==> src/rtl/bhal_pkg.sv <==
`timescale 1ns / 1ps

package bhal_pkg;

	localparam int HANDLE_W        = 8;
	localparam int WORD_W          = 32;
	localparam int LIMIT_W         = 9;
	localparam int MODE_W          = 2;
	localparam int STATUS_W        = 2;
	localparam int TDATA_W         = 40;
	localparam int CHUNK_W         = 32;
	localparam int CHUNK_SH        = 5;
	localparam int MAX_HANDLES_DEF = 256;
	localparam logic [LIMIT_W-1:0] LIMIT_RESET = 9'd256;

	typedef enum logic [MODE_W-1:0] {
		MODE_ALLOC   = 2'd0,
		MODE_LOOKUP  = 2'd1,
		MODE_RELEASE = 2'd2,
		MODE_NOP     = 2'd3
	} mode_t;

	typedef enum logic [STATUS_W-1:0] {
		STAT_OK    = 2'd0,
		STAT_FULL  = 2'd1,
		STAT_RANGE = 2'd2,
		STAT_IDLE  = 2'd3
	} status_t;

	typedef enum logic [2:0] {
		SEQ_IDLE,
		SEQ_SCAN,
		SEQ_ACCESS,
		SEQ_READ,
		SEQ_PUSH
	} seq_state_t;

	typedef struct packed {
		status_t             status;
		logic [HANDLE_W-1:0] granted_handle;
		logic [WORD_W-1:0]   stored_word;
	} result_t;

	typedef struct packed {
		logic                found;
		logic [CHUNK_SH-1:0] idx;
	} pick_t;

	// Lowest set bit of a chunk.
	function automatic pick_t pick_lowest(input logic [CHUNK_W-1:0] v);
		pick_t p;
		p = '0;
		for (int j = CHUNK_W - 1; j >= 0; j--) begin
			if (v[j]) begin
				p.found = 1'b1;
				p.idx   = CHUNK_SH'(j);
			end
		end
		return p;
	endfunction

	// Bits of a chunk that lie below the limit, given the limit minus the chunk base.
	function automatic logic [CHUNK_W-1:0] chunk_mask(input logic [LIMIT_W-1:0] rem);
		logic [CHUNK_W-1:0] m;
		for (int j = 0; j < CHUNK_W; j++) begin
			m[j] = (LIMIT_W'(j) < rem);
		end
		return m;
	endfunction

endpackage

==> src/rtl/bhal_bitmap.sv <==
`timescale 1ns / 1ps

module bhal_bitmap #(
	parameter int NCHUNK = 8,
	parameter int CIW    = 3
) (
	input  logic                          clk,
	input  logic                          arst_n,
	input  logic                          clr,
	input  logic [CIW-1:0]                idx,
	input  logic                          we,
	input  logic [bhal_pkg::CHUNK_W-1:0]  wdata,
	output logic [bhal_pkg::CHUNK_W-1:0]  rdata
);

	logic [bhal_pkg::CHUNK_W-1:0] bits_q [NCHUNK];
	logic                         idx_ok;

	assign idx_ok = ({1'b0, idx} < (CIW + 1)'(NCHUNK));
	assign rdata  = idx_ok ? bits_q[idx] : '0;

	always_ff @(posedge clk or negedge arst_n) begin
		if (!arst_n) begin
			for (int i = 0; i < NCHUNK; i++) begin
				bits_q[i] <= '0;
			end
		end else if (clr) begin
			for (int i = 0; i < NCHUNK; i++) begin
				bits_q[i] <= '0;
			end
		end else if (we && idx_ok) begin
			bits_q[idx] <= wdata;
		end
	end

endmodule

==> config.mk <==
export PLATFORM = sky130hd
export DESIGN_NAME = bhal_bitmap
export DESIGN_NICKNAME = d
export VERILOG_FILES = /design/src/rtl/bhal_pkg.sv /design/src/rtl/bhal_bitmap.sv
export SDC_FILE = /design/constraint.sdc
export NUM_CORES = 1
export LEC_CHECK = 0
export ABC_AREA = 0
export BUFFER_PORTS_ARGS = -buffer_cell sky130_fd_sc_hd__buf_2
export CAP_MARGIN = 5
export CORE_MARGIN = 2
export CORE_UTILIZATION = 48
export DETAILED_ROUTE_END_ITERATION = 6
export PLACE_DENSITY_LB_ADDON = 0.25
export SETUP_SLACK_MARGIN = 0.5
export SYNTH_ARGS = -nofsm -noshare
export SYNTH_HDL_FRONTEND = slang
export SYNTH_SLANG_ARGS = --single-unit
==> constraint.sdc <==
create_clock -name clk -period 3.2 [get_ports clk]
set_input_delay 0.64 -clock clk [delete_from_list [all_inputs] [get_ports clk]]
set_output_delay 0.64 -clock clk [all_outputs]
set_load 0.01 [all_outputs]
; Word level (Yosys, flattened, before mapping)
; Cells that the tools add are included.
[word_totals]
reg_bits = 256
inputBits = 39
output_inout_bits = 32
[op_classes]
n_lt_le_gt_ge = 2
bitwise_logic = 1
n_reduce_logical = 2
mux = 8
[op_table]
columns = cell, count
row1 = $mux 256, 2
row2 = $bwmux 256, 1
row3 = $bmux 32 s3, 1
row4 = $demux 32 s3, 1
row5 = $mux 32, 3
row6 = $ge 4x4->1 const B, 1
row7 = $lt 4x1->1 const B, 1
row8 = $not 3->4, 1
row9 = $reduce_bool 2->1, 1
row10 = $logic_and 1x1->1, 1

; Logic depth before layout (Yosys ltp)
[depth]
ltp_word = 8
depth_mapped = 7

; Least setup slack after synthesis
; Ideal clock, no wire load.
[synth_timing]
kind = input to output
startpoint = input idx[0]
endpoint = output rdata[10] in the netlist's numbering
path_stages = 4
path_slack_ns = 0.723
t_arrival_ns = 1.837
cell_sequence = buf_6 > buf_2 > mux4_2 > mux2_2
[synth_via]
elab_chain_len = 4
[synth_lines]
columns = element, line
row1 = from (decl), bhal_bitmap.sv:10  ; input logic [CIW-1:0] idx,
row2 = $not 3->4 (not written as such), bhal_bitmap.sv:20  ; assign rdata = idx_ok ? bits_q[idx] : '0;
row3 = $bmux 32 s3, bhal_bitmap.sv:20
row4 = $mux 32 (not written as such) (2 in a row), bhal_bitmap.sv:20
row5 = to (decl), bhal_bitmap.sv:13  ; output logic [bhal_pkg::CHUNK_W-1:0] rdata
; No other way between the ends. The select of a mux whose other input is x is not followed.

; Worst setup path in the final report
[layout_timing]
startpoint = input idx[0]
endpoint = output rdata[26] in the netlist's numbering
; The elaborated chain is that of the path after synthesis.

==> impl_metrics.yaml <==
run_status:
  status: "finished clean"
pwr:
  power_mw: 7.12
  ir_drop_mv: 0.334
  p_leak_nw: 5.93
  power_density_nw_per_um2: 511
logic_synthesis:
  synth_fp_nets: 1317
  ys_types: 19
  yosysTopAreaCellShare_pct: 52.1
  ys_seq_elements: 256
  seq_area_frac_synth_pct: 52.1
  synthTopCellsByArea: "dfrtp_1 (52%), nand2_1 (16%), mux4_2 (11%), a21oi_1 (10%), buf_2 (3.0%)"
  yosysWarnings: 0
  synth_area_leader_cell: "dfrtp_1"
  syn_avg_cell_area_um2: 9.62
  synth_cells: 1278
  syn-cell-area_um2: 12300
cells_and_area:
  areaGrowthSynthToFinish_pct: 13.3
  ff_latch_area_um2: 6410
  post-route-util_pct: 55.3
  regMostFlops: "bits_q"
  largest_reg_flops: 256
  drive_gt1_share_pct: 20.3
  fillers: 2209
  top_regs: "bits_q: 256 flops"
  antenna_cells: 0
  multi_input_area_um2: 5250
  mostFrequentLayoutCell: "nand2_1"
  mostFrequentLayoutCells: "nand2_1 (512), a21oi_1 (256), dfrtp_1 (256), buf_2 (66), mux4_2 (62)"
  layout.nets: 1324
worst_setup_path:
  r2r_cells: 2
  cp.arrival_ns: 2.01
  cp_common_cell: "buf_16"
  required_ns: 2.56
  r2r-start: "bits_q[82]"
  r2r-end: "bits_q[82]"
  worstPathMaxFanout: 23
  r2r_slack_ns: 2.51
  crit_path_top_delay_cell: "mux4_2"
  path_cells: "buf_16, buf_16, mux4_2, mux2_2, buf_2"
  worstSetupPathType: "in -> out"
  slowest_delay_ns: 0.51
  endpoint_kind: "output pin"
  startpoint_type: "primary input"
global_routing:
  use_met2_pct: 41.6
  first_global_vias: 9582
  grt_usage_pct: 26.1
  gr-total-overflow: 0
  grt_use_met1_pct: 37.2
  grt_use_met3_pct: 4.37
  grt_pass1_wl_mm: 54.2
  top_usage_layer: "met2"
  grt_max_degree: 86
  antenna_found_initial: 2
detailed_routing:
  post_drt_wl_per_cell_um: 20.8
  via_per_inst: 5.75
  wirelength_mm: 33.9
  num_vias: 9383
  antenna_left: 0
  drc: 0
  first_pass_iters: 5
  drt_first_iter_violations: 936
sta:
  skew_ns: 0
  fmax_mhz: 378
  finalMaxSlewViolations: 0
  tns_ns: 0
  setup_viol: 0
  tightest_slew_ns: 1.00
  fin_crit_ns: 2.65
  slew_headroom_pct: 33.1
  rsz0062_at_grt: "no"
  finalCritPeriodShare_pct: 82.7
  hold_viol: 0
floorplan:
  start_util_pct: 48.8
  core-area_um2: 25200
  die_w_um: 164
  fp.dieH_um: 164
  ios: 71
  rows: 58
  dieArea_um2: 26900
cts:
  cts_tree: "built"
  cts.clk_slew.worst_paths_ns: 0.06
  h-tree-depth: 1
  postCtsSetupBuffers: 0
  cts_hold_buffers: 0
  cts.sinks: 256
  max-clock-path-buffers: 3
  root_buffer: "clkbuf_16"
  cts_inserted_buffers: 28
  clk_latency_ns: 0.53
worst_hold_path:
  hold_class: "in -> async"
flow_run:
  maxCapViolCount: 0
placed_design:
  io_buffers: 70
  globalplace.congestion: 0.768
  dpl.hpwl_mm: 20.1
cells by family after synthesis:
kind of cell | count (synthesis) | share of synthesized area [%]
and+or+nand+nor | 528 | 17.0
DFF | 256 | 52.1
buffers and inverters | 142 | 5.75
muxes | 96 | 14.7
AOI/OAI and AO/OA | 256 | 10.4
cell usage after synthesis, drive strengths merged:
| master | number |
|---|---|
| nand2 | 512 |
| a21oi | 256 |
| dfrtp | 256 |
| buf | 82 |
| mux4 | 64 |
| clkbuf | 60 |
| mux2 | 32 |
| and4b | 3 |
| nand4b | 3 |
| nand4bb | 3 |
| nor4bb | 3 |
| and4 | 1 |
| nand4 | 1 |
| nor4b | 1 |
| or4b | 1 |
cell type report:
type,count,area share [%]
Clock inverter,2,0.251
Multi-Input combinational cell,880,37.7
Sequential cell,256,46.0
Clock buffer,45,6.29
Tap cell,330,2.96
Timing Repair Buffer,119,6.87
worst max-delay path, delay by kind of cell:
family / cells / cell delay (ns)
mux: 2 / 0.81
buf+inv: 3 / 0.52
layer usage:
layer,wire length [um],share of wire (%)
met4,774,2.3
met5,34,0.10
met2,16200,48
met3,2330,6.9
met1,14600,43
report_power, final:
group	leakage [nW]	switching [mW]	total [mW]	internal (mW)
Sequential	3.55	0.0357	3.34	3.30
Combinational	1.93	0.389	0.598	0.209
Clock	0.448	1.26	3.18	1.93
Total	5.93	1.68	7.12	5.44
how the worst max path moves through the flow:
stage	endpoint	cells after the start	slack (ns)	from
3_5_place_dp	rdata[26]	5	0.29	idx[0]
2_1_floorplan	rdata[10]	4	0.72	idx[0]
4_1_cts	rdata[15]	5	0.54	idx[0]
5_1_grt	rdata[4]	5	0.51	idx[0]
3_3_place_gp	rdata[31]	5	0.33	idx[0]
6_report	rdata[26]	5	0.55	idx[0]
through the flow:
stage / setup slack (ns) / instances / area (um^2) / hold slack [ns]
6_report: 0.553 / 1632 / 13900 / 0.0701
3_5_place_dp: 0.292 / 1584 / 13000 / 0.513
4_1_cts: 0.537 / 1632 / 13900 / 0.111
2_1_floorplan: 0.723 / 1278 / 12300 / 0.344
5_1_grt: 0.509 / 1632 / 13900 / 0.129
3_3_place_gp: 0.329 / 1584 / 13000 / 0.506
what timing repair did:
action                     CTS  global route
gates cloned                 1             0
resized for setup            7             1
setup endpoints to repair   30             1
hold endpoints to repair     0             0
pin swaps                    0             0
Power figures use the tool's default switching activity.
