`src/rtl/bhal_pkg.sv`:
```
`timescale 1ns / 1ps

package bhal_pkg;

	localparam int HANDLE_W        = 8;
	localparam int WORD_W          = 32;
	localparam int LIMIT_W         = 9;
	localparam int MODE_W          = 2;
	localparam int STATUS_W        = 2;
	localparam int TDATA_W         = 40;
	localparam int CHUNK_W         = 32;
	localparam int CHUNK_SH        = 5;
	localparam int MAX_HANDLES_DEF = 256;
	localparam logic [LIMIT_W-1:0] LIMIT_RESET = 9'd256;

	typedef enum logic [MODE_W-1:0] {
		MODE_ALLOC   = 2'd0,
		MODE_LOOKUP  = 2'd1,
		MODE_RELEASE = 2'd2,
		MODE_NOP     = 2'd3
	} mode_t;

	typedef enum logic [STATUS_W-1:0] {
		STAT_OK    = 2'd0,
		STAT_FULL  = 2'd1,
		STAT_RANGE = 2'd2,
		STAT_IDLE  = 2'd3
	} status_t;

	typedef enum logic [2:0] {
		SEQ_IDLE,
		SEQ_SCAN,
		SEQ_ACCESS,
		SEQ_READ,
		SEQ_PUSH
	} seq_state_t;

	typedef struct packed {
		status_t             status;
		logic [HANDLE_W-1:0] granted_handle;
		logic [WORD_W-1:0]   stored_word;
	} result_t;

	typedef struct packed {
		logic                found;
		logic [CHUNK_SH-1:0] idx;
	} pick_t;

	// Lowest set bit of a chunk.
	function automatic pick_t pick_lowest(input logic [CHUNK_W-1:0] v);
		pick_t p;
		p = '0;
		for (int j = CHUNK_W - 1; j >= 0; j--) begin
			if (v[j]) begin
				p.found = 1'b1;
				p.idx   = CHUNK_SH'(j);
			end
		end
		return p;
	endfunction

	// Bits of a chunk that lie below the limit, given the limit minus the chunk base.
	function automatic logic [CHUNK_W-1:0] chunk_mask(input logic [LIMIT_W-1:0] rem);
		logic [CHUNK_W-1:0] m;
		for (int j = 0; j < CHUNK_W; j++) begin
			m[j] = (LIMIT_W'(j) < rem);
		end
		return m;
	endfunction

endpackage

```
`src/rtl/bhal_ctrl.sv`:
```
`timescale 1ns / 1ps

module bhal_ctrl #(
	parameter int CIW         = 3,
	parameter int AW          = 8
) (
	input  logic                            clk,
	input  logic                            arst_n,
	input  logic                            in_valid,
	output logic                            in_ready,
	input  logic [bhal_pkg::MODE_W-1:0]     in_mode,
	input  logic [bhal_pkg::HANDLE_W-1:0]   in_handle,
	input  logic [bhal_pkg::WORD_W-1:0]     in_word,
	input  logic [bhal_pkg::LIMIT_W-1:0]    lim,
	output logic [CIW-1:0]                  bm_idx,
	input  logic [bhal_pkg::CHUNK_W-1:0]    bm_rdata,
	output logic                            bm_we,
	output logic [bhal_pkg::CHUNK_W-1:0]    bm_wdata,
	output logic                            ram_we,
	output logic [AW-1:0]                   ram_waddr,
	output logic [bhal_pkg::WORD_W-1:0]     ram_wdata,
	output logic                            ram_re,
	output logic [AW-1:0]                   ram_raddr,
	input  logic [bhal_pkg::WORD_W-1:0]     ram_rdata,
	output logic                            res_valid,
	input  logic                            res_ready,
	output bhal_pkg::result_t               res
);

	localparam int LW = bhal_pkg::LIMIT_W;
	localparam int CW = bhal_pkg::CHUNK_W;

	bhal_pkg::seq_state_t          state_q, state_d;
	bhal_pkg::mode_t               mode_q;
	logic [bhal_pkg::HANDLE_W-1:0] handle_q;
	logic [bhal_pkg::WORD_W-1:0]   word_q;
	logic [CIW-1:0]                scan_q, scan_d;
	bhal_pkg::result_t             res_q, res_d;

	logic [LW-1:0]      hx;
	logic [CIW-1:0]     h_chunk;
	logic               in_range;
	logic               bit_sel;
	logic [LW-1:0]      base;
	logic [LW-1:0]      rem;
	logic [CW-1:0]      free_vec;
	bhal_pkg::pick_t    pick;
	logic               last_chunk;
	logic [LW-1:0]      grant;
	logic               accept;

	assign hx         = {1'b0, handle_q};
	assign h_chunk    = hx[bhal_pkg::CHUNK_SH +: CIW];
	assign in_range   = (hx < lim);
	assign bit_sel    = bm_rdata[handle_q[bhal_pkg::CHUNK_SH-1:0]];
	assign base       = LW'({scan_q, {bhal_pkg::CHUNK_SH{1'b0}}});
	assign rem        = lim - base;
	assign free_vec   = ~bm_rdata & bhal_pkg::chunk_mask(rem);
	assign pick       = bhal_pkg::pick_lowest(free_vec);
	assign last_chunk = (({1'b0, base} + (LW + 1)'(CW)) >= {1'b0, lim});
	assign grant      = LW'({scan_q, pick.idx});
	assign accept     = in_valid && in_ready;
	assign res        = res_q;

	always_ff @(posedge clk or negedge arst_n) begin
		if (!arst_n) begin
			state_q <= bhal_pkg::SEQ_IDLE;
			scan_q  <= '0;
		end else begin
			state_q <= state_d;
			scan_q  <= scan_d;
		end
	end

	always_ff @(posedge clk) begin
		if (accept) begin
			mode_q   <= bhal_pkg::mode_t'(in_mode);
			handle_q <= in_handle;
			word_q   <= in_word;
		end
		res_q <= res_d;
	end

	always_comb begin
		state_d   = state_q;
		scan_d    = scan_q;
		res_d     = res_q;
		in_ready  = 1'b0;
		res_valid = 1'b0;
		bm_idx    = h_chunk;
		bm_we     = 1'b0;
		bm_wdata  = bm_rdata;
		ram_we    = 1'b0;
		ram_waddr = grant[AW-1:0];
		ram_wdata = word_q;
		ram_re    = 1'b0;
		ram_raddr = handle_q[AW-1:0];
		case (state_q)
			bhal_pkg::SEQ_IDLE: begin
				in_ready = 1'b1;
				if (in_valid) begin
					scan_d = '0;
					case (bhal_pkg::mode_t'(in_mode))
						bhal_pkg::MODE_ALLOC: begin
							state_d = bhal_pkg::SEQ_SCAN;
						end
						bhal_pkg::MODE_LOOKUP, bhal_pkg::MODE_RELEASE: begin
							state_d = bhal_pkg::SEQ_ACCESS;
						end
						default: begin
							res_d   = '{bhal_pkg::STAT_OK, '0, '0};
							state_d = bhal_pkg::SEQ_PUSH;
						end
					endcase
				end
			end
			bhal_pkg::SEQ_SCAN: begin
				bm_idx = scan_q;
				if (pick.found) begin
					bm_we    = 1'b1;
					bm_wdata = bm_rdata | (CW'(1) << pick.idx);
					ram_we   = 1'b1;
					res_d    = '{bhal_pkg::STAT_OK, grant[bhal_pkg::HANDLE_W-1:0], '0};
					state_d  = bhal_pkg::SEQ_PUSH;
				end else if (last_chunk) begin
					res_d   = '{bhal_pkg::STAT_FULL, '0, '0};
					state_d = bhal_pkg::SEQ_PUSH;
				end else begin
					scan_d = scan_q + CIW'(1);
				end
			end
			bhal_pkg::SEQ_ACCESS: begin
				state_d = bhal_pkg::SEQ_PUSH;
				if (!in_range) begin
					res_d = '{bhal_pkg::STAT_RANGE, '0, '0};
				end else if (mode_q == bhal_pkg::MODE_LOOKUP) begin
					// A handle not in use has a zero word by definition.
					res_d = '{bhal_pkg::STAT_OK, '0, '0};
					if (bit_sel) begin
						ram_re  = 1'b1;
						state_d = bhal_pkg::SEQ_READ;
					end
				end else if (!bit_sel) begin
					res_d = '{bhal_pkg::STAT_IDLE, '0, '0};
				end else begin
					bm_we    = 1'b1;
					bm_wdata = bm_rdata & ~(CW'(1) << handle_q[bhal_pkg::CHUNK_SH-1:0]);
					res_d    = '{bhal_pkg::STAT_OK, '0, '0};
				end
			end
			bhal_pkg::SEQ_READ: begin
				res_d   = '{bhal_pkg::STAT_OK, '0, ram_rdata};
				state_d = bhal_pkg::SEQ_PUSH;
			end
			bhal_pkg::SEQ_PUSH: begin
				res_valid = 1'b1;
				if (res_ready) begin
					state_d = bhal_pkg::SEQ_IDLE;
				end
			end
			default: begin
				state_d = bhal_pkg::SEQ_IDLE;
			end
		endcase
	end

endmodule

```
`config.mk`:
```
export PLATFORM = sky130hd
export DESIGN_NAME = bhal_ctrl
export DESIGN_NICKNAME = d
export VERILOG_FILES = /design/src/rtl/bhal_pkg.sv /design/src/rtl/bhal_ctrl.sv
export SDC_FILE = /design/constraint.sdc
export NUM_CORES = 1
export LEC_CHECK = 0
export BUFFER_PORTS_ARGS = -buffer_cell sky130_fd_sc_hd__buf_2
export CAP_MARGIN = 15
export CORE_UTILIZATION = 49
export CTS_CLUSTER_SIZE = 40
export DETAILED_ROUTE_END_ITERATION = 8
export PLACE_DENSITY = 0.81
export SETUP_SLACK_MARGIN = 0.15
export SLEW_MARGIN = 20
export SYNTH_ARGS = -nofsm -noshare
export SYNTH_HDL_FRONTEND = slang
export SYNTH_SLANG_ARGS = --single-unit
```
`constraint.sdc`:
```
create_clock -name clk -period 7.8 [get_ports clk]
set_input_delay 0.78 -clock clk [delete_from_list [all_inputs] [get_ports clk]]
set_output_delay 0.78 -clock clk [all_outputs]
set_load 0.01 [all_outputs]
```
=== After elaboration in Yosys (flattened, before gate mapping) ===
Index checks and enable logic that the tools add are counted.

* Output and inout port bits: 130
* Bits in latches: 0
* RAM bits: 0
* Register bits after elaboration: 90
* ROM bits: 0
* Logic and storage cells: 148
* Memories: 0

* Add/subtract/negate cells: 3
* $lt $le $gt $ge: 35
* Reduce and logical (&&, ||, !) cells: 10
* Mux-type cells: 72
* Bitwise logic cells: 5
* Multiply operators: 0
* Eq/ne operators: 13
* Shift operators: 2
* Div/mod/pow operators: 0

{| class="wikitable"
|+ Operators by type and width
! kind !! count
|-
| two-way mux 42 bit || 7
|-
| two-way mux 6 bit || 32
|-
| case mux 42 bit (4 select lines) || 1
|-
| less-than comparator 5 x 9 -> 1 bit (first input constant) || 16
|-
| two-way mux 32 bit || 4
|-
| less-than comparator 4 x 9 -> 1 bit (first input constant) || 8
|-
| bitwise AND 32 bit || 2
|-
| inverter 32 bit || 2
|-
| case mux 32 bit (2 select lines) || 1
|-
| << shifter 1 x 5 -> 32 bit (first input constant) || 2
|-
| less-than comparator 3 x 9 -> 1 bit (first input constant) || 4
|-
| two-way mux 3 bit || 11
|-
| bitwise OR 32 bit || 1
|-
| less-than comparator 1 x 9 -> 1 bit (first input constant) || 2
|-
| less-than comparator 2 x 9 -> 1 bit (first input constant) || 2
|-
| case mux 3 bit (5 select lines) || 1
|-
| case mux 3 bit (2 select lines) || 2
|-
| two-way mux 1 bit || 11
|-
| inequality test 2 bit (second input constant) || 5
|-
| adder 8 x 6 -> 9 bit (second input constant) || 1
|-
| greater-or-equal comparator 9 bit || 1
|-
| less-than comparator 8 x 9 -> 1 bit || 1
|-
| subtractor 9 x 8 -> 9 bit || 1
|-
| AND reduction 4 bit || 2
|-
| other kinds (18) || 20
|}

=== Longest topological paths before layout ===
Gate-level depths: netlist of the first run.

* Depth after elaboration: 39
* Depth in mapped cells: 17
* Gate-level depth less buffers: 14

=== Worst setup path after synthesis of the first run ===
OpenSTA, ideal clock, no wires.

* Path kind: input-to-reg
* From: input port lim[5] (netlist name)
* To: register res_q (netlist bit res[0]) (enable)
* Data arrival time: 6003 ps
* Setup slack: 1293 ps
* Stages: 14
* Cells stage by stage: inv_1 ha_1 inv_1 fa_1 nor2_1 and3_1 buf_6 buf_6 a41oi_1 a21oi_2 nand3_2 nor3_2 and2_1 a211oi_1

* Cells in the longest elaborated chain, start to end: 37
* Elaborated cells on any way between the ends: 69

{| class="wikitable"
|+ RTL lines
! item !! RTL line !! RTL
|-
| start, declared || bhal_ctrl.sv:14 || <nowiki>input logic [bhal_pkg::LIMIT_W-1:0] lim,</nowiki>
|-
| subtractor 9 x 8 -> 9 bit || bhal_ctrl.sv:57 || <nowiki>assign rem = lim - base;</nowiki>
|-
| less-than comparator 5 x 9 -> 1 bit || bhal_pkg.sv:66 || <nowiki>m[j] = (LIMIT_W'(j) < rem);</nowiki>
|-
| bitwise AND 32 bit || bhal_ctrl.sv:58 || <nowiki>assign free_vec = ~bm_rdata & bhal_pkg::chunk_mask(rem);</nowiki>
|-
| two-way mux 6 bit (32 in series) || bhal_pkg.sv:54 || <nowiki>if (v[j]) begin</nowiki>
|-
| inequality test 3 bit (no line) * || -- ||
|-
| AND reduction 4 bit (no line) * || -- ||
|-
| end signal, assigned || bhal_ctrl.sv:81 || <nowiki>res_q <= res_d;</nowiki>
|-
| end, declared || bhal_ctrl.sv:38 || <nowiki>bhal_pkg::result_t res_q, res_d;</nowiki>
|}

Mark *: on every way between the ends. The rest lies on a longest branch, timed or not.
A chain may end at the register's enable or synchronous reset.

=== Worst setup path in the final report of the first run ===
* From: input port lim[5] (netlist name)
* To: output port bm_wdata[21] (netlist name)

* Cells in the longest elaborated chain, start to end: 39
* Elaborated cells on any way between the ends: 72

{| class="wikitable"
|+ RTL lines
! item !! RTL line !! RTL
|-
| subtractor 9 x 8 -> 9 bit || bhal_ctrl.sv:57 ||
|-
| less-than comparator 5 x 9 -> 1 bit || bhal_pkg.sv:66 ||
|-
| bitwise AND 32 bit || bhal_ctrl.sv:58 ||
|-
| two-way mux 6 bit (32 in series) || bhal_pkg.sv:54 ||
|-
| << shifter 1 x 5 -> 32 bit || bhal_ctrl.sv:121 || <nowiki>bm_wdata = bm_rdata | (CW'(1) << pick.idx);</nowiki>
|-
| bitwise OR 32 bit || bhal_ctrl.sv:121 ||
|-
| two-way mux 32 bit || bhal_ctrl.sv:119 || <nowiki>if (pick.found) begin</nowiki>
|-
| case mux 32 bit (2 select lines) * || bhal_ctrl.sv:98 || <nowiki>case (state_q)</nowiki>
|-
| end, declared || bhal_ctrl.sv:18 || <nowiki>output logic [bhal_pkg::CHUNK_W-1:0] bm_wdata,</nowiki>
|}

Marks and branches as above.

==> impl_metrics.csv, run 1 <==
group,metric,value,unit
synthesis,synth_enable_flop_cells,84,
sta,setup_tns,0,ps
power_and_ir_drop,peakVddDrop,205,uV
outcome,status,"completed",
clock_tree,cts_root_buf,"clkbuf_16",
synthesis,ys.warnings.count,0,
die,core.rowCount,40,
setup_path,worstSetupEndpointType,"primary output",
placed_design,port_buffers,248,
synthesis,synthAdderAreaFrac,3.82,%
die,die_area,12900,um^2
synthesis,synth-simple-area-share,18.5,%
worst_hold_path,hold_class,"in2async",
finish,insertedDiodeCount,0,
placed_design,routabilityCongestion,1.01,
synthesis,synth_xor_area_share,0.288,%
die,coreArea,12100,um^2
synthesis,synth_nets,707,
global_routing,grt_pass1_vias,5920,
setup_path,max_stage_delay,830,ps
synthesis,synthArstFlopShare,6.67,%
synthesis,synth_compound_area_share,25.0,%
synthesis,yosysTopAreaCellShare,41.4,%
die,die_h,114,um
clock_tree,clk_pin_slew,70,ps
synthesis,synth_cell_types,83,
setup_path,path_max_fanout,24,
setup_path,path_class,"in2out",
die,ios,249,
power_and_ir_drop,p_leak,3.22,nW
synthesis,syn_area_per_cell,10.7,um^2
global_routing,grt_overflow_total,0,
power_and_ir_drop,pwr_density_cell,224,nW/um^2
detailed_routing,drcViolationCount,0,
sta,slew-limit-headroom,32.5,%
sta,setup_viol,0,
sta,tightest_slew,1010,ps
sta,drv_slew,0,
placed_design,hpwl,16600,um
clock_tree,cts_tree,"done",
clock_tree,post_cts_buffers,0,
detailed_routing,antenna_left,0,
synthesis,synth_top_area_cell,"edfxtp_1",
sta,max_clock_freq,0.174,GHz
setup_path,slowest_stage,"and2_1",
detailed_routing,firstDrtPassIters,5,
sta,hold_slack,247,ps
synthesis,ys_ff_latch,90,
synthesis,synth_area_leaders,"edfxtp_1 41%, and2_1 4.2%, mux4_2 3.7%",
setup_path,crit_path_cell_trace,"buf_2 > inv_1 > ha_1 > inv_1 > fa_1 > xnor2_1 > and2_1 > a41oi_1 > o221a_2 > o311ai_2 > a211oi_4 > nand2_2 > or3b_4 > o21ai_1 > buf_2",
clock_tree,cts_sinks,90,
sta,finalCriticalPeriod,5740,ps
sta,period_share,73.6,%
finish,drive_gt1_share,40.4,%
synthesis,synth_cells,570,
clock_tree,clk_latency,340,ps
clock_tree,clk_path_buf_depth,2,
clock_tree,cts_made_buffers,9,
finish,finalNetCount,932,
synthesis,synth_top_family_by_area,"compound AO/OA/AOI/OAI gates",
finish,area_delta_synth_final,26.8,%
clock_tree,holdBufCountCts,0,
synthesis,ys_seq_area_share,43.9,%
finish,fill_cells,993,
setup_path,critPathRequiredTime,7020,ps
detailed_routing,viasPerCell,6.24,
clock_tree,cts.htree.levels,3,
synthesis,synth_mux_area_share,3.70,%
die,die_w,114,um
detailed_routing,drtIter0Drc,644,
synthesis,synth.cell_area,6090,um^2
setup_path,critPathArrivalTime,4960,ps
die,initial_core_util,50.5,%
sta,rsz0062_at_grt,"false",
finish,post-route-util,64.1,%
global_routing,grt_max_degree,45,
synthesis,synth_flop_cell,"edfxtp_1",
sta,fin_worst_skew,7.90,ps
global_routing,grt_pass1_wl,32700,um
clock_tree,cts_resized,0,
global_routing,grtUsageTotal,34.0,%
global_routing,antenna_found_initial,0,
flow_run,cap_violations,0,
detailed_routing,dr_total_vias,6040,
detailed_routing,drt-wirelength-per-cell,22.7,um
detailed_routing,wl,22000,um
setup_path,startpoint_type,"input pin",
sta,hold_violations,0,
-- cell families (layout without fill, tap and decap cells) --
logic type / count (synthesis) / in the layout
buffers and inverters: 63 / 293
flip-flops: 90 / 90
XOR/XNOR: 2 / 2
multiplexers: 10 / 10
adder cells (fa/ha/maj): 18 / 18
AO/OA/AOI/OAI: 196 / 196
AND/OR/NAND/NOR: 191 / 191
-- power breakdown --
part | switching, mW | internal (mW) | total (mW)
Sequential | 0.0603 | 0.671 | 0.731
Combinational | 0.345 | 0.196 | 0.542
Clock | 0.178 | 0.283 | 0.461
Total | 0.584 | 1.15 | 1.73
-- per-stage QoR --
step           power, mW  setup slack, ps  cells  cell area (um^2)
2_1_floorplan       1.04             1290    570              6090
4_1_cts             1.73             2150    967              7700
3_3_place_gp        1.26             2250    951              7370
3_5_place_dp        1.27             2150    951              7370
5_1_grt             1.81             1780    968              7730
6_report            1.73             2060    968              7730
-- cells in the final DEF (no fill, tap or decap), types with 5 or more instances in the layout --
master,instances
mux4_2,10
clkbuf_16,9
nand2_1,29
a41o_1,12
buf_2,248
nand2b_1,12
a21o_1,6
and2_1,40
nor3_1,11
nor2_1,28
inv_1,25
dfrtp_1,6
a41oi_1,17
a21oi_1,16
ha_1,17
o21ai_0,44
nor2b_1,6
edfxtp_1,84
a41oi_2,6
or2_2,5
nand3_1,13
o31ai_1,19
nand4_1,8
o21ai_1,21
-- cell type report --
| class | count | area, um^2 | area share (%) |
|---|---|---|---|
| Multi-Input combinational cell | 417 | 3140 | 40.6 |
| Timing Repair Buffer | 251 | 1280 | 16.6 |
| Clock inverter | 7 | 98.8 | 1.28 |
| Clock buffer | 9 | 225 | 2.91 |
| Inverter | 26 | 97.6 | 1.26 |
| Tap cell | 168 | 210 | 2.72 |
| Sequential cell | 90 | 2670 | 34.6 |
-- metal layers --
metal | part of all wire [%] | wire length [um] | track usage (%) | vias to the layer above
met5 | 0 | 0 | 2.75 | -
li1 | - | - | - | 2695
met3 | 11 | 2480 | 11.2 | 101
met2 | 45 | 10000 | 53.1 | 428
met1 | 39 | 8470 | 42.5 | 2816
met4 | 4.7 | 1030 | 16.1 | 0
-- Yosys cell counts (10+ instances only) --
cell type  instances
mux4_2            10
nor2_1            28
and2_1            41
o21ai_1           21
ha_1              17
nand3_1           13
a41o_1            12
a41oi_1           17
edfxtp_1          84
o31ai_1           19
nor3_1            11
buf_2             11
o21ai_0           44
nand2b_1          12
inv_1             25
nand2_1           29
a21oi_1           16
clkbuf_1          16
-- path summary, 6_finish.rpt --
path	from	to	slack, ps	cells past startpoint
max in group asynchronous	arst_n	scan_q[1]	7410	1
worst max register to register	scan_q[0]	res[36]	3210	12
worst min register to register	scan_q[2]	scan_q[2]	600	1
min in group clk	scan_q[2]	scan_q[2]	600	1
worst min-delay path	arst_n	state_q[2]	250	1
worst max-delay path	lim[5]	bm_wdata[21]	2060	15
-- sequential cells by signal (all words and copies together), names as in the netlist --
name / flops
mode_q: 2
ram_raddr: 8
ram_wdata: 32
res: 42
scan_q: 3
state_q: 3
-- critical path: cells and delay by family --
kind                       cells  cell delay [ps]
AOI/OAI and AO/OA              5             1460
xor gates and xnor gates       1              200
adders and majority gates      2              580
buffers and inverters          4              440
and+or+nand+nor                3             1480
Note: power is estimated with default switching activity, not from simulation.
==> run 2: changes to the inputs <==
- clock period: 7.8 -> 5.83 ns (I/O delays scaled with it)
==> run 2 against run 1 <==
Against the previous run:
- final cell count rose by 0.62%
- final area down 0.29%
- clock power up 15%
- combinational power grew 33%
- worst hold slack worse by 200 ps
- global-route usage is 0.15 points higher
- via count increased by 2.4%
- sequential share of layout area increased by 0.10 points
- flip-flop and latch count did not move
- routed wire length increased by 0.34%
==> impl_metrics.csv, run 2 (synthesis gave the netlist of run 1 again) <==
group,metric,value,unit
power_and_ir_drop,power.switching,0.783,mW
die,die_area,12900,um^2
global_routing,antenna_found_initial,0,
setup_path,slowest_stage,"and2_1",
global_routing,grtUsageTotal,34.2,%
sta,max_clock_freq,0.185,GHz
power_and_ir_drop,p_leak,3.22,nW
clock_tree,cts_tree,"done",
clock_tree,clk_path_buf_depth,2,
power_and_ir_drop,pwr_density_cell,290,nW/um^2
sta,hold_violations,0,
die,coreArea,12100,um^2
finish,insertedDiodeCount,0,
clock_tree,post_cts_buffers,0,
clock_tree,cts_sinks,90,
placed_design,place_ws,629,ps
setup_path,path_max_fanout,19,
die,die_w,114,um
finish,drive_gt1_share,40.7,%
global_routing,grt_max_degree,45,
clock_tree,cts_root_buf,"clkbuf_16",
detailed_routing,antenna_left,0,
sta,drv_slew,0,
setup_path,max_stage_delay,730,ps
power_and_ir_drop,peakVddDrop,354,uV
sta,layout_setup_ws,421,ps
setup_path,crit_path_cell_trace,"ha_1 > inv_1 > fa_1 > xnor2_1 > and2_1 > a41oi_1 > or3_1 > a21oi_1 > o211a_1 > nor2_2 > o211ai_1 > o21ai_0 > buf_2",
sta,finalCriticalPeriod,5410,ps
clock_tree,cts_made_buffers,9,
clock_tree,cts.htree.levels,3,
detailed_routing,dr_total_vias,6186,
detailed_routing,drtIter0Drc,743,
clock_tree,clk_latency,340,ps
global_routing,grt_overflow_total,0,
die,core.rowCount,40,
setup_path,critPathArrivalTime,4830,ps
setup_path,worstSetupEndpointType,"primary output",
outcome,status,"completed",
clock_tree,holdBufCountCts,0,
setup_path,path_class,"reg2out",
placed_design,routabilityCongestion,1.02,
sta,rsz0062_at_grt,"false",
setup_path,startpoint_type,"register",
finish,layout_common_cells,"248 x buf_2, 84 x edfxtp_1, 44 x o21ai_0",
setup_path,cpLargestDelayFamily,"compound AO/OA/AOI/OAI gates",
detailed_routing,viasPerCell,6.35,
placed_design,port_buffers,248,
power_and_ir_drop,power_frac_seq,43.8,%
power_and_ir_drop,power,2.23,mW
clock_tree,cts_resized,0,
sta,fin_worst_skew,6.02,ps
detailed_routing,drcViolationCount,0,
global_routing,grt_pass1_vias,5686,
die,ios,249,
power_and_ir_drop,p_comb_share,32.4,%
setup_path,critPathRequiredTime,5250,ps
finish,largest_reg_flops,42,
clock_tree,clk_pin_slew,70,ps
sta,setup_tns,0,ps
power_and_ir_drop,p_int,1.45,mW
sta,setup_viol,0,
worst_hold_path,hold_class,"in2async",
finish,area_delta_synth_final,26.5,%
sta,period_share,92.8,%
placed_design,hpwl,17200,um
power_and_ir_drop,switching_share,35.1,%
setup_path,crit_buf_inv,2,
detailed_routing,firstDrtPassIters,6,
power_and_ir_drop,power.share.clock,23.8,%
global_routing,grt_pass1_wl,32900,um
flow_run,cap_violations,0,
finish,finalNetCount,938,
sta,slew-limit-headroom,35.9,%
detailed_routing,drt-wirelength-per-cell,22.6,um
finish,post-route-util,63.9,%
finish,layout_commonest_cell,"buf_2",
detailed_routing,wl,22100,um
sta,tightest_slew,962,ps
die,initial_core_util,50.5,%
die,die_h,114,um
[run 2: worst paths after layout]
check | start | endpoint | slack (ps) | cells after the start
worst min register to register | scan_q[2] | scan_q[2] | 600 | 1
worst max-delay path | scan_q[0] | bm_wdata[16] | 420 | 13
min in group clk | in_word[8] | ram_wdata[8] | 410 | 1
worst max register to register | scan_q[0] | res[5] | 1210 | 12
worst min-delay path | arst_n | state_q[1] | 50 | 1
max in group asynchronous | arst_n | scan_q[2] | 5640 | 1
[run 2: area by class of cell]
cell class,count,area (um^2)
Tap cell,168,210
Fill cell,1004,4360
Timing Repair Buffer,257,1310
Inverter,26,97.6
Multi-Input combinational cell,417,3140
Clock inverter,7,51.3
Sequential cell,90,2670
Clock buffer,9,225
[run 2: power groups by stage]
stage          logic (mW)  clock network, mW  registers (mW)
2_1_floorplan       0.352                  0            1.03
3_3_place_gp        0.701                  0           0.982
3_5_place_dp        0.710                  0           0.989
4_1_cts             0.714              0.539           0.976
5_1_grt             0.774              0.567           0.991
6_report            0.723              0.532           0.977
[run 2: per-layer routing]
| layer | track usage (%) | part of all wire, % | up-vias |
|---|---|---|---|
| li1 | - | - | 2708 |
| met5 | 0 | 0 | - |
| met4 | 8.86 | 2.0 | 0 |
| met3 | 7.23 | 9.7 | 45 |
| met1 | 46.0 | 40 | 2988 |
| met2 | 56.3 | 48 | 445 |
[run 2: per-stage QoR]
stage	hold slack, ps	cells	cell area (um^2)
after floorplan	287	570	6100
final	51.0	974	7700
after CTS	44.0	974	7700
after detailed placement	410	958	7430
after global routing	48.7	974	7700
after global placement	407	958	7430
==> run 3: changes to the inputs <==
- CELL_PAD_IN_SITES_DETAIL_PLACEMENT: not set -> 1
- CELL_PAD_IN_SITES_GLOBAL_PLACEMENT: not set -> 2
- CORE_UTILIZATION: 49 -> 29
- PLACE_DENSITY: 0.81 -> not set
- PLACE_DENSITY_LB_ADDON: not set -> 0.1
==> run 3 against run 2 <==
Against the previous run:
- combinational power about the same
- via count down 3.7%
- clock skew grew 8.7 ps
- fmax rose by 4.2%
- largest cell class unchanged
- clock-buffer cell count stayed put
- clock power increased by 9.2%
==> impl_metrics.csv, run 3 (synthesis gave the netlist of run 1 again) <==
group,metric,value,unit
global_routing,grt_max_degree,45,
die,die_area,21600,um^2
detailed_routing,wl,23600,um
power_and_ir_drop,p_leak,3.22,nW
sta,slew-limit-headroom,33.6,%
power_and_ir_drop,power,2.28,mW
placed_design,hpwl,18700,um
global_routing,grt_pass1_wl,35300,um
finish,layout_commonest_cell,"buf_2",
clock_tree,cts_resized,0,
power_and_ir_drop,power.switching,0.819,mW
die,die_h,147,um
placed_design,placed_area,7550,um^2
finish,finalNetCount,937,
setup_path,r2r_slack,1230,ps
setup_path,critPathArrivalTime,4610,ps
setup_path,worstReg2RegStart,"scan_q[2]",
finish,post-route-util,38.4,%
setup_path,path_max_fanout,17,
clock_tree,holdBufCountCts,0,
worst_hold_path,hold_class,"in2async",
outcome,status,"completed",
power_and_ir_drop,power_frac_seq,42.9,%
die,core.rowCount,52,
clock_tree,cts.htree.levels,3,
sta,fin_worst_skew,14.7,ps
sta,drv_slew,0,
sta,hold_violations,0,
clock_tree,clk_path_buf_depth,2,
sta,setup_viol,0,
clock_tree,cts_made_buffers,9,
sta,tightest_slew,996,ps
setup_path,critPathRequiredTime,5250,ps
power_and_ir_drop,switching_share,35.9,%
detailed_routing,routed-wl-met3,2040,um
clock_tree,clk_pin_slew,80,ps
detailed_routing,firstDrtPassIters,5,
detailed_routing,drtIter0Drc,443,
setup_path,path_class,"reg2out",
finish,area_delta_synth_final,28.8,%
power_and_ir_drop,peakVddDrop,148,uV
setup_path,worstSetupEndpointType,"primary output",
detailed_routing,viasPerCell,5.54,
setup_path,r2r_end,"res[22]",
die,coreArea,20400,um^2
detailed_routing,highest_layer,"met4",
die,initial_core_util,29.8,%
setup_path,r2r_cells,12,
sta,finalCriticalPeriod,5190,ps
sta,setup_tns,0,ps
detailed_routing,drcViolationCount,0,
power_and_ir_drop,power.share.clock,25.5,%
sta,period_share,89.0,%
die,die_w,147,um
flow_run,cap_violations,0,
clock_tree,clk_latency,350,ps
power_and_ir_drop,p_comb_share,31.6,%
finish,insertedDiodeCount,0,
setup_path,startpoint_type,"register",
finish,drive_gt1_share,40.7,%
die,ios,249,
global_routing,antenna_found_initial,0,
clock_tree,cts_tree,"done",
placed_design,placedCellCount,1059,
global_routing,grt_pass1_vias,6190,
clock_tree,cts_sinks,90,
finish,design_area,7840,um^2
finish,fill_cells,2405,
clock_tree,post_cts_buffers,0,
detailed_routing,drt-wirelength-per-cell,21.9,um
clock_tree,cts_root_buf,"clkbuf_16",
global_routing,grt_overflow_total,0,
power_and_ir_drop,pwr_density_cell,291,nW/um^2
power_and_ir_drop,p_int,1.46,mW
finish,largest_reg_flops,42,
detailed_routing,antenna_left,0,
finish,final_cells,1075,
placed_design,port_buffers,248,
detailed_routing,dr_total_vias,5956,
global_routing,grtUsageTotal,21.5,%
sta,rsz0062_at_grt,"false",
detailed_routing,wl_met1,10100,um
detailed_routing,met2_length,10900,um
finish,layout_common_cells,"248 x buf_2, 84 x edfxtp_1, 44 x o21ai_0",
placed_design,routabilityCongestion,0.872,
sta,max_clock_freq,0.193,GHz
## run 3: cell types whose count changed in the layout (fill, tap and decap cells not counted), sizes merged
| cell | before | now |
|---|---|---|
| clkinv | 4 | 1 |
| buf | 257 | 256 |
| clkinvlp | 1 | 2 |
| inv | 28 | 30 |
## run 3: final cells by class
type | count | area (um^2) | area share (%)
multi-input cells | 417 | 3140 | 40.0
flip-flops and latches | 90 | 2670 | 34.1
repair buffers | 256 | 1300 | 16.6
well taps | 270 | 338 | 4.31
clock buffers | 9 | 225 | 2.87
inverters | 26 | 97.6 | 1.24
clock inverters | 7 | 71.3 | 0.909
## run 3: worst max-delay path: stages (launching register included)
cell      delay, ps
dfrtp_1         480
ha_1            240
inv_1            60
fa_1            370
xnor2_1         210
and2_1          600
buf_4           260
a41oi_2         150
nor3_1          440
o31a_1          260
o21ai_2         110
nand2_2         210
o211ai_1        270
o21ai_0         380
buf_2           200
## run 3: worst max-delay path by stage
stage	start	to	slack (ps)	depth (start not counted)
3_5_place_dp	lim[5]	bm_wdata[14]	830	16
4_1_cts	scan_q[0]	bm_wdata[14]	700	14
3_3_place_gp	lim[5]	bm_wdata[6]	870	16
2_1_floorplan	lim[5]	res[0]	970	14
5_1_grt	scan_q[0]	bm_wdata[9]	330	14
6_report	scan_q[0]	bm_wdata[9]	640	14
## run 3: power by group through the flow
stage	registers, mW	logic [mW]	clock network (mW)
6_report	0.978	0.720	0.581
5_1_grt	0.996	0.781	0.619
4_1_cts	0.982	0.727	0.601
3_5_place_dp	0.993	0.723	0
3_3_place_gp	0.991	0.718	0
2_1_floorplan	1.03	0.352	0
## run 3: routing by layer
layer | GRT usage, % | vias up
met4 | 6.80 | 0
met2 | 34.7 | 296
li1 | - | 2700
met5 | 0 | -
met3 | 6.02 | 37
met1 | 27.7 | 2923
## run 3: metrics by stage
step	hold slack (ps)	worst slack, ps
2_1_floorplan	287	973
6_report	40.6	640
3_5_place_dp	420	833
4_1_cts	25.1	702
5_1_grt	38.6	328
3_3_place_gp	411	870
